===== src/rtl/ssi_pkg.sv =====
`timescale 1ns / 1ps
// shared constants for the segment intersection block
// no dependencies

package ssi_pkg;

  // depth of the queue between front and back, a power of two
  localparam int unsigned QUEUE_AW    = 2;
  localparam int unsigned QUEUE_DEPTH = 1 << QUEUE_AW;

endpackage


===== src/rtl/ssi_queue.sv =====
`timescale 1ns / 1ps
// short queue between the front and back parts
// depends on ssi_pkg for the depth

module ssi_queue #(
  parameter int WIDTH = 8
) (
  input  logic             clk_i,
  input  logic             rst_ni,
  input  logic             push_valid_i,
  output logic             push_ready_o,
  input  logic [WIDTH-1:0] push_data_i,
  output logic             pop_valid_o,
  input  logic             pop_ready_i,
  output logic [WIDTH-1:0] pop_data_o
);
  import ssi_pkg::*;

  logic [WIDTH-1:0]    mem_q [QUEUE_DEPTH];
  logic [QUEUE_AW-1:0] wr_q, rd_q;
  logic [QUEUE_AW:0]   cnt_q;
  logic                push, pop;

  assign push_ready_o = (cnt_q != (QUEUE_AW + 1)'(QUEUE_DEPTH));
  assign pop_valid_o  = (cnt_q != '0);
  assign push         = push_valid_i && push_ready_o;
  assign pop          = pop_valid_o && pop_ready_i;
  assign pop_data_o   = mem_q[rd_q];

  // pointers and fill count
  always_ff @(posedge clk_i or negedge rst_ni) begin
    if (!rst_ni) begin
      wr_q  <= '0;
      rd_q  <= '0;
      cnt_q <= '0;
    end else begin
      if (push) wr_q <= wr_q + 1'b1;
      if (pop)  rd_q <= rd_q + 1'b1;
      if (push && !pop) cnt_q <= cnt_q + 1'b1;
      else if (pop && !push) cnt_q <= cnt_q - 1'b1;
    end
  end

  // entry storage
  always_ff @(posedge clk_i) begin
    if (push) mem_q[wr_q] <= push_data_i;
  end

endmodule


===== config.mk =====
export PLATFORM = sky130hd
export DESIGN_NAME = ssi_queue
export DESIGN_NICKNAME = d
export VERILOG_FILES = /design/src/rtl/ssi_pkg.sv /design/src/rtl/ssi_queue.sv
export SDC_FILE = /design/constraint.sdc
export NUM_CORES = 1
export LEC_CHECK = 0
export BUFFER_PORTS_ARGS = -buffer_cell sky130_fd_sc_hd__buf_2
export CORE_UTILIZATION = 55
export DETAILED_ROUTE_END_ITERATION = 10
export GPL_ROUTABILITY_DRIVEN = 1
export GPL_TIMING_DRIVEN = 0
export PLACE_DENSITY = 0.79
export SETUP_SLACK_MARGIN = 0.3
export SYNTH_ARGS = -nofsm -noshare
export SYNTH_HDL_FRONTEND = slang
export SYNTH_SLANG_ARGS = --single-unit

===== constraint.sdc =====
create_clock -name clk_i -period 2.3 [get_ports clk_i]
set_input_delay 0.115 -clock clk_i [delete_from_list [all_inputs] [get_ports clk_i]]
set_output_delay 0.115 -clock clk_i [all_outputs]
set_load 0.01 [all_outputs]

# After elaboration in Yosys (flattened, before gate mapping)
# Memories as Yosys holds them, arrays and structs flattened.
# Index checks and enable logic that the tools add are counted.
dict set report totals {
  ff_bits 7
  mem_bits_rw 32
  in_bits 12
  output_inout_bits 10
  elab_cells 21
  n_memories 1
}
# memory depth width read_ports rd_ports_with_merged_regs wr line_no
set mem_list {}
lappend mem_list {mem_q 4 8 1 0 1 ssi_queue.sv:19} ;# logic [WIDTH-1:0] mem_q [QUEUE_DEPTH];
dict set report op_classes {
  add_sub_neg 4
  n_eq_ne 1
  muxes 4
  n_reduce_logical 8
}
# operator count
set ops {}
lappend ops {{3-bit 2-to-1 mux} 2}
lappend ops {{2-bit by 1-bit adder with 2-bit output (second input constant)} 2}
lappend ops {{1-bit logical AND} 4}
lappend ops {{3-bit by 1-bit adder with 3-bit output (second input constant)} 1}
lappend ops {{3-bit != test (second input constant)} 1}
lappend ops {{3-bit nonzero test} 1}
lappend ops {{3-bit by 1-bit subtractor with 3-bit output (second input constant)} 1}
lappend ops {{1-bit logical NOT} 2}
lappend ops {{1-bit 2-to-1 mux} 2}
lappend ops {{2-bit nonzero test} 1}

# Logic depth before layout (Yosys ltp)
# Gate-level depths: netlist of run 1.
dict set report depth {
  depth_word 6
  mapped_depth 8
  ltp_nobuf 8
}

# Worst setup path before layout of run 1
# OpenSTA, ideal clock, no wires.
dict set report synth_path {
  path_kind {register to register}
  start {register cnt_q[0]}
  end {register cnt_q[2]}
  setup_time_ps 79
  arrival_ps 1884
  required_time_ps 2221
  setup_slack_ps 337
  path_stages_with_launch 9
  path_buffers 0
  synth_period_minus_slack_ps 1963
  cell_sequence {dfrtp_1 > or3_4 > nand2_4 > ha_1 > inv_1 > fa_1 > xor2_1 > nor2_1 > xor2_1}
}
dict set report synth_via {
  elab_chain_len 5
  word_cells_on_any_way 13
  classes_between {add/sub (2); eq/ne (1); mux (2); reduce/logical (8)}
}
# item line_no
set synth_lines {}
lappend synth_lines {{start: declaration} ssi_queue.sv:21} ;# logic [QUEUE_AW:0] cnt_q;
lappend synth_lines {{start signal: assignment} ssi_queue.sv:39} ;# if (push && !pop) cnt_q <= cnt_q + 1'b1;
lappend synth_lines {{start signal: assignment} ssi_queue.sv:40} ;# else if (pop && !push) cnt_q <= cnt_q - 1'b1;
lappend synth_lines {{3-bit nonzero test (*)} ssi_queue.sv:25} ;# assign pop_valid_o = (cnt_q != '0);
lappend synth_lines {{named net pop_valid_o} ssi_queue.sv:13} ;# output logic pop_valid_o,
lappend synth_lines {{1-bit logical AND (*)} ssi_queue.sv:27} ;# assign pop = pop_valid_o && pop_ready_i;
lappend synth_lines {{1-bit logical NOT} ssi_queue.sv:39}
lappend synth_lines {{1-bit logical AND} ssi_queue.sv:39}
lappend synth_lines {{3-bit 2-to-1 mux / 2-bit nonzero test (equally long branches)} --}
# Mark *: on every way through the listed nets, which the timed path passes. The rest lies on a longest branch. The select of a mux whose other input is x is not followed.
# A chain may end at the register's enable or synchronous reset.

# Final worst setup path of run 1
dict set report layout_path {
  start {register cnt_q[0]}
  end {register cnt_q[2]}
}
dict set report layout_via {
  elab_chain_len 5
  word_cells_on_any_way 13
  classes_between {add/sub (2); eq/ne (1); mux (2); reduce/logical (8)}
}
# item
set layout_lines {}
lappend layout_lines {{parallel branches: the longest is 5 deep, another holds 3-bit by 1-bit subtractor with 3-bit output}}
# Parallel ways; which one is timed is not known. The select of a mux whose other input is x is not followed.

==> results of run 1 <==
worst min-delay path by stage:
| stage | start | end | slack [ns] | cells past startpoint |
|---|---|---|---|---|
| floorplan | rst_ni | cnt_q[0] | -0.18 | 0 |
| global placement | rst_ni | cnt_q[2] | -0.05 | 1 |
| detailed placement | rst_ni | cnt_q[2] | -0.04 | 1 |
| CTS | pop_ready_i | rd_q[1] | 0.05 | 3 |
| global route | pop_ready_i | rd_q[1] | 0.05 | 3 |
| finish | pop_ready_i | rd_q[1] | 0.06 | 3 |
critical path: cells and delay by family, from the launching register on:
family,cells,cell delay [ns]
xor+xnor,2,0.31
simple gates,3,0.59
flops,1,0.45
buf+inv,1,0.05
fa+ha+maj,2,0.46
registers in the layout (all words and copies together) (netlist names):
register	count
cnt_q	3
mem_q	32
rd_q	2
wr_q	2
Yosys cell counts:
| master | instances | area share |
|---|---|---|
| a21boi_2 | 1 | 0.0071 |
| and2_1 | 4 | 0.016 |
| buf_4 | 1 | 0.0047 |
| clkbuf_2 | 1 | 0.0032 |
| dfrtp_1 | 7 | 0.11 |
| edfxtp_1 | 32 | 0.61 |
| fa_1 | 1 | 0.013 |
| ha_1 | 5 | 0.039 |
| inv_1 | 3 | 0.0071 |
| mux2_2 | 1 | 0.0071 |
| mux2_4 | 1 | 0.0095 |
| mux4_2 | 8 | 0.11 |
| nand2_1 | 1 | 0.0024 |
| nand2_4 | 1 | 0.0071 |
| nand3_2 | 1 | 0.0063 |
| nor2_1 | 1 | 0.0024 |
| nor2_2 | 1 | 0.0040 |
| or3_4 | 1 | 0.0071 |
| xnor2_1 | 4 | 0.022 |
| xor2_1 | 2 | 0.011 |
metrics by stage:
stage / worst slack (ns) / cells / hold slack [ns]
floorplan: 0.337 / 77 / -0.181
global placement: 0.285 / 129 / -0.0473
detailed placement: 0.262 / 129 / -0.0357
CTS: 0.334 / 150 / 0.0485
global route: 0.294 / 152 / 0.0522
finish: 0.380 / 152 / 0.0603
power breakdown:
| part | switching (mW) | internal [mW] |
|---|---|---|
| sequential | 0.0771 | 0.960 |
| clock | 0.217 | 0.118 |
| combinational | 0.445 | 0.474 |
| total | 0.739 | 1.55 |
logic make-up (layout without fill, tap and decap cells):
logic type / after synthesis / after routing / share of synthesized area
muxes: 10 / 10 / 0.130
xor gates and xnor gates: 6 / 6 / 0.0332
and+or+nand+nor: 10 / 10 / 0.0450
buffers and inverters: 5 / 49 / 0.0150
DFF: 39 / 39 / 0.717
adders and majority gates: 6 / 6 / 0.0521
AOI/OAI and AO/OA: 1 / 1 / 0.00711
routing by layer:
| metal | vias up | share of wire | global-route usage |
|---|---|---|---|
| met5 | - | 0 | 0 |
| met4 | 0 | 0.019 | 0.0964 |
| met3 | 7 | 0.035 | 0.0512 |
| met2 | 16 | 0.56 | 0.356 |
| met1 | 434 | 0.39 | 0.246 |
| li1 | 377 | - | - |
layout make-up:
type / count / area (um^2) / share of cell area
Clock buffer: 6 / 41.3 / 0.0213
Multi-Input combinational cell: 33 / 447 / 0.230
Clock inverter: 2 / 12.5 / 0.00645
Inverter: 3 / 11.3 / 0.00580
Sequential cell: 39 / 1140 / 0.586
Buffer: 2 / 12.5 / 0.00645
Tap cell: 31 / 38.8 / 0.0200
Timing Repair Buffer: 36 / 240 / 0.124
repair_timing:
item                                   CTS  global route
buffers inserted                         4             2
gates resized for setup                  4             1
pin swaps                                3             5
setup endpoints to repair                2             2
hold buffers                             9             0
endpoints found under the hold margin   39             0
==> results.md, run 1 <==
* Status: completed
* H-tree depth at 2
* Critical R2R Launch: cnt_q[0]
* Drt wl/cell at 17.9 um
* Layout fillers at 168
* Post-layout minimum cycle time at 1.92 ns
* Chip width at 55.7 um
* Crit-path max FO at 3
* Core ar. at 2730 um^2
* DP Area at 1730 um^2
* RSZ-0062 raised after global routing: yes
* Die area at 3100 um^2
* Tot Pwr at 2.29 mW
* Crit path DAT at 2.18 ns
* Die H at 55.7 um
* Remaining Overflow, GRT at 0
* Setup crit start kind: flip-flop
* Crit path capture type: flip-flop
* Post-DP HPWL at 1710 um
* Syn_nets at 95
* Hold Path Class: input port to flip-flop
* Diode count at 0
* Syn avg cell area at 20.6 um^2
* Crit Path Class: flip-flop to flip-flop
* IO Pins at 22
* Most frequent cells in the layout: edfxtp_1, buf_2, dlygate4sd3_1
* Routed vias at 834
* Reg2Reg Setup Slack at 0.38 ns
* Largest net degree at the start of global routing at 13
* First drt pass iteration count at 2
* CTS tree: built
* Power per cell area at 1180 nW/um^2
* Rel. slew slack at 0.699
* Synth Instances at 77
* Worst Skew at 0.00860 ns
* Vias in the first global route at 927
* Leakage at 0.734 nW
* Layout area overhead at 22.5%
* Starting Density at 0.579
* CTS Buf Count at 5
* Max incr delay on CP at 0.45 ns
* Buffers on Ports at 21
* Layout cells sized above 1 at 0.446
* Most used cell, CP: xor2_1
* Rows at 19
* Most common cell after layout, fill and taps aside: edfxtp_1
* Sum Neg Setup Slack at 0 ns
* Final weighted congestion in routability-driven placement at 0.719
* Clock Latency Late Sink at 0.34 ns
* Crit path launch: cnt_q[0]
* Worst R2R End: cnt_q[2]
* Final Core Density at 0.710
* GRT Overall Usage at 0.207
* Setup-failing EPs final at 0
* Slew Limit Fails at 0
* Clock-pin slew on the worst setup and hold paths at 0.11 ns
* Worst Path Required at 2.56 ns
* Highest clock rate at 521 MHz
* Total wire length at 2720 um
* Register area share after synthesis at 0.717
* Root Buffer: clkbuf_4
* Final hold vios at 0
* Worst setup path end: cnt_q[2]
* Worst slew pin tran at 0.451 ns
* Ys Warns at 0
* DRC at 0
* Clk buf depth at 2
* First-pass GRT wire length at 4500 um
* Cell depth of the worst flop-to-flop path at 8
* Design Area, Final at 1940 um^2
* Number of synthesized register bits at 39
* Cell chain of the critical path: or3_4 -> nand2_4 -> ha_4 -> inv_1 -> fa_2 -> xor2_1 -> nor2_1 -> xor2_1
* Crit share post-route at 0.835
* Antenna Nets Post-Route at 0
* Max cap viols at 0
* Slowest stage cell, crit path: dfrtp_2
* Final net count at 138
* Initial antenna violation count at 0
* # clock sinks at 39
* Mapped cell area at 1580 um^2
* VDD IR-drop max at 0.865 mV
* DRT iter0 DRCs at 24
* Vias per cell at 5.49
* Yosys cell types at 20
Power figures use the tool's default switching activity.
==> run 2: changes to the inputs <==
clock period = 1.8 ns   (was 2.3 ns; I/O delays follow)
==> run 2 against run 1 <==
  * The run now ends with setup timing left
  * Flip-flop and latch count unchanged
  * Critical path depth unchanged
  * Sequential power grew 30%
  * Global-route usage decreased by 0.12 points
  * Clock power increased by 39%
  * Via count is 3.4% higher
  * Largest cell class unchanged
==> results.md, run 2 (same netlist as run 1, synthesis figures left out) <==
* Status: complete, but fails checks
* Failing checks: setup timing
* DRT iter0 DRCs at 17
* Largest net degree at the start of global routing at 13
* Most flops, register: mem_q
* Worst slew pin tran at 0.284 ns
* RSZ-0062 raised after global routing: yes
* Clock Latency Late Sink at 0.35 ns
* Crit share post-route at 1.06
* Final net count at 142
* Power per cell area at 1590 nW/um^2
* Setup crit start kind: flip-flop
* Final hold vios at 0
* Setup-failing EPs final at 2
* Starting Density at 0.579
* Crit path DAT at 2.17 ns
* CTS tree: built
* Worst Skew at 0.0116 ns
* Remaining Overflow, GRT at 0
* Rel. slew slack at 0.811
* HP Start: pop_ready_i
* VDD IR-drop max at 1.20 mV
* Final Core Density at 0.757
* Layout cells sized above 1 at 0.528
* Antenna Nets Post-Route at 0
* Cell chain of the critical path: or3_4 -> nand2_4 -> ha_4 -> inv_2 -> fa_2 -> xor2_1 -> nor2_1 -> xor2_1
* Post-layout minimum cycle time at 1.91 ns
* Post-DP HPWL at 1610 um
* DP Worst Slack at -0.184 ns
* Layout area overhead at 30.6%
* CP delay by family, top: simple AND/OR/NAND/NOR gates
* Crit Path Class: flip-flop to flip-flop
* Cell depth of the worst flop-to-flop path at 8
* Highest clock rate at 523 MHz
* Final weighted congestion in routability-driven placement at 0.747
* Die H at 55.7 um
* Most frequent cells in the layout: edfxtp_1, buf_2, dlygate4sd3_1, buf_6
* Worst Path Required at 2.06 ns
* Critical R2R Launch: cnt_q[0]
* GRT Overall Usage at 0.206
* Root Buffer: clkbuf_4
* DRC at 0
* Initial antenna violation count at 0
* Leakage at 0.793 nW
* Max cap viols at 0
* Clock-pin slew on the worst setup and hold paths at 0.11 ns
* Slowest stage cell, crit path: dfrtp_2
* # clock sinks at 39
* CTS Buf Count at 5
* Core ar. at 2730 um^2
* Die area at 3100 um^2
* First-pass GRT wire length at 4530 um
* Most common cell after layout, fill and taps aside: edfxtp_1
* Buffers on Ports at 21
* Hold Path End: rd_q[1]
* H-tree depth at 2
* Worst R2R End: cnt_q[2]
* Vias per cell at 5.53
* Crit-path max FO at 3
* Chip width at 55.7 um
* Number of flip-flops in the largest register at 32
* Clk buf depth at 2
* Vias in the first global route at 925
* Crit path capture type: flip-flop
* Most used cell, CP: xor2_1
* Total wire length at 2810 um
* Hold path depth at 3
* IO Pins at 22
* Top Registers: mem_q (32), cnt_q (3)
* Max incr delay on CP at 0.44 ns
* Drt wl/cell at 18.0 um
* Routed vias at 862
* Diode count at 0
* Buffers and inverters on the worst path at 1
* First drt pass iteration count at 4
* Rows at 19
* Reg2Reg Setup Slack at -0.11 ns
* Hold Path Class: input port to flip-flop
* Final WS setup at -0.113 ns
* Slew Limit Fails at 0
==> run 2: cell count changes in the layout (fill, tap and decap cells not counted), moves of 3 or more <==
cell     previous run  this run
buf_6               0         9
buf_2              21        13
and2_1              4         0
and2_2              0         4
dfrtp_1             6         3
dfrtp_2             1         4
==> run 2: per-layer routing <==
metal / routed length, um / up-vias / GRT usage
li1: - / 385 / -
met5: 0 / - / 0
met1: 1170 / 453 / 0.254
met4: 30 / 0 / 0.0536
met2: 1490 / 20 / 0.349
met3: 116 / 4 / 0.0721
==> run 2: worst max-delay path by stage <==
stage,start,slack [ns],cells after the start,end
2_1_floorplan,cnt_q[0],-0.1,8,cnt_q[2]
4_1_cts,cnt_q[2],-0.14,8,cnt_q[2]
3_3_place_gp,cnt_q[0],-0.15,8,cnt_q[2]
3_5_place_dp,cnt_q[0],-0.18,8,cnt_q[2]
5_1_grt,cnt_q[0],-0.20,8,cnt_q[2]
6_report,cnt_q[0],-0.11,8,cnt_q[2]
==> run 2: timing repair <==
action / 4_1_cts / 5_1_grt
hold buffers: 9 / 0
pin swaps: 3 / 1
endpoints found under the hold margin: 39 / 0
gates cloned: 1 / 0
endpoints found under the setup margin: 43 / 43
resized for setup: 18 / 4
setup buffers: 6 / 3
==> run 2: final cells by class <==
class	instances	area, um^2
inverter	3	11.3
clock inverter	1	5.00
timing repair buffer	40	342
buffer	2	20.0
tap	31	38.8
multi-input combinational	33	455
fill	149	666
sequential	39	1140
clock buffer	7	55.1
==> run 2: metrics by stage <==
| step | total power, mW | cells | hold slack [ns] | instance area (um^2) | setup TNS [ns] |
|---|---|---|---|---|---|
| final | 3.30 | 156 | 0.0409 | 2070 | -0.174 |
| after global routing | 3.48 | 156 | 0.0473 | 2070 | -0.311 |
| after CTS | 3.24 | 153 | 0.0185 | 2040 | -0.224 |
| after detailed placement | 2.43 | 129 | -0.0637 | 1750 | -0.321 |
| after global placement | 2.37 | 129 | -0.0696 | 1750 | -0.244 |
| after floorplan | 2.12 | 77 | -0.206 | 1600 | -0.184 |
==> run 2: worst reg2reg max path, cell delays in order, from the launching register on <==
cell and delay [ns]:
dfrtp_2 0.44, or3_4 0.39, nand2_4 0.09, ha_4 0.13, inv_2 0.03, fa_2 0.32, xor2_1 0.15, nor2_1 0.12
xor2_1 0.17
==> run 2: power breakdown <==
group / switching [mW] / total (mW) / leakage [nW] / internal (mW)
sequential: 0.117 / 1.35 / 0.371 / 1.23
combinational: 0.614 / 1.48 / 0.387 / 0.868
clock: 0.275 / 0.464 / 0.0353 / 0.189
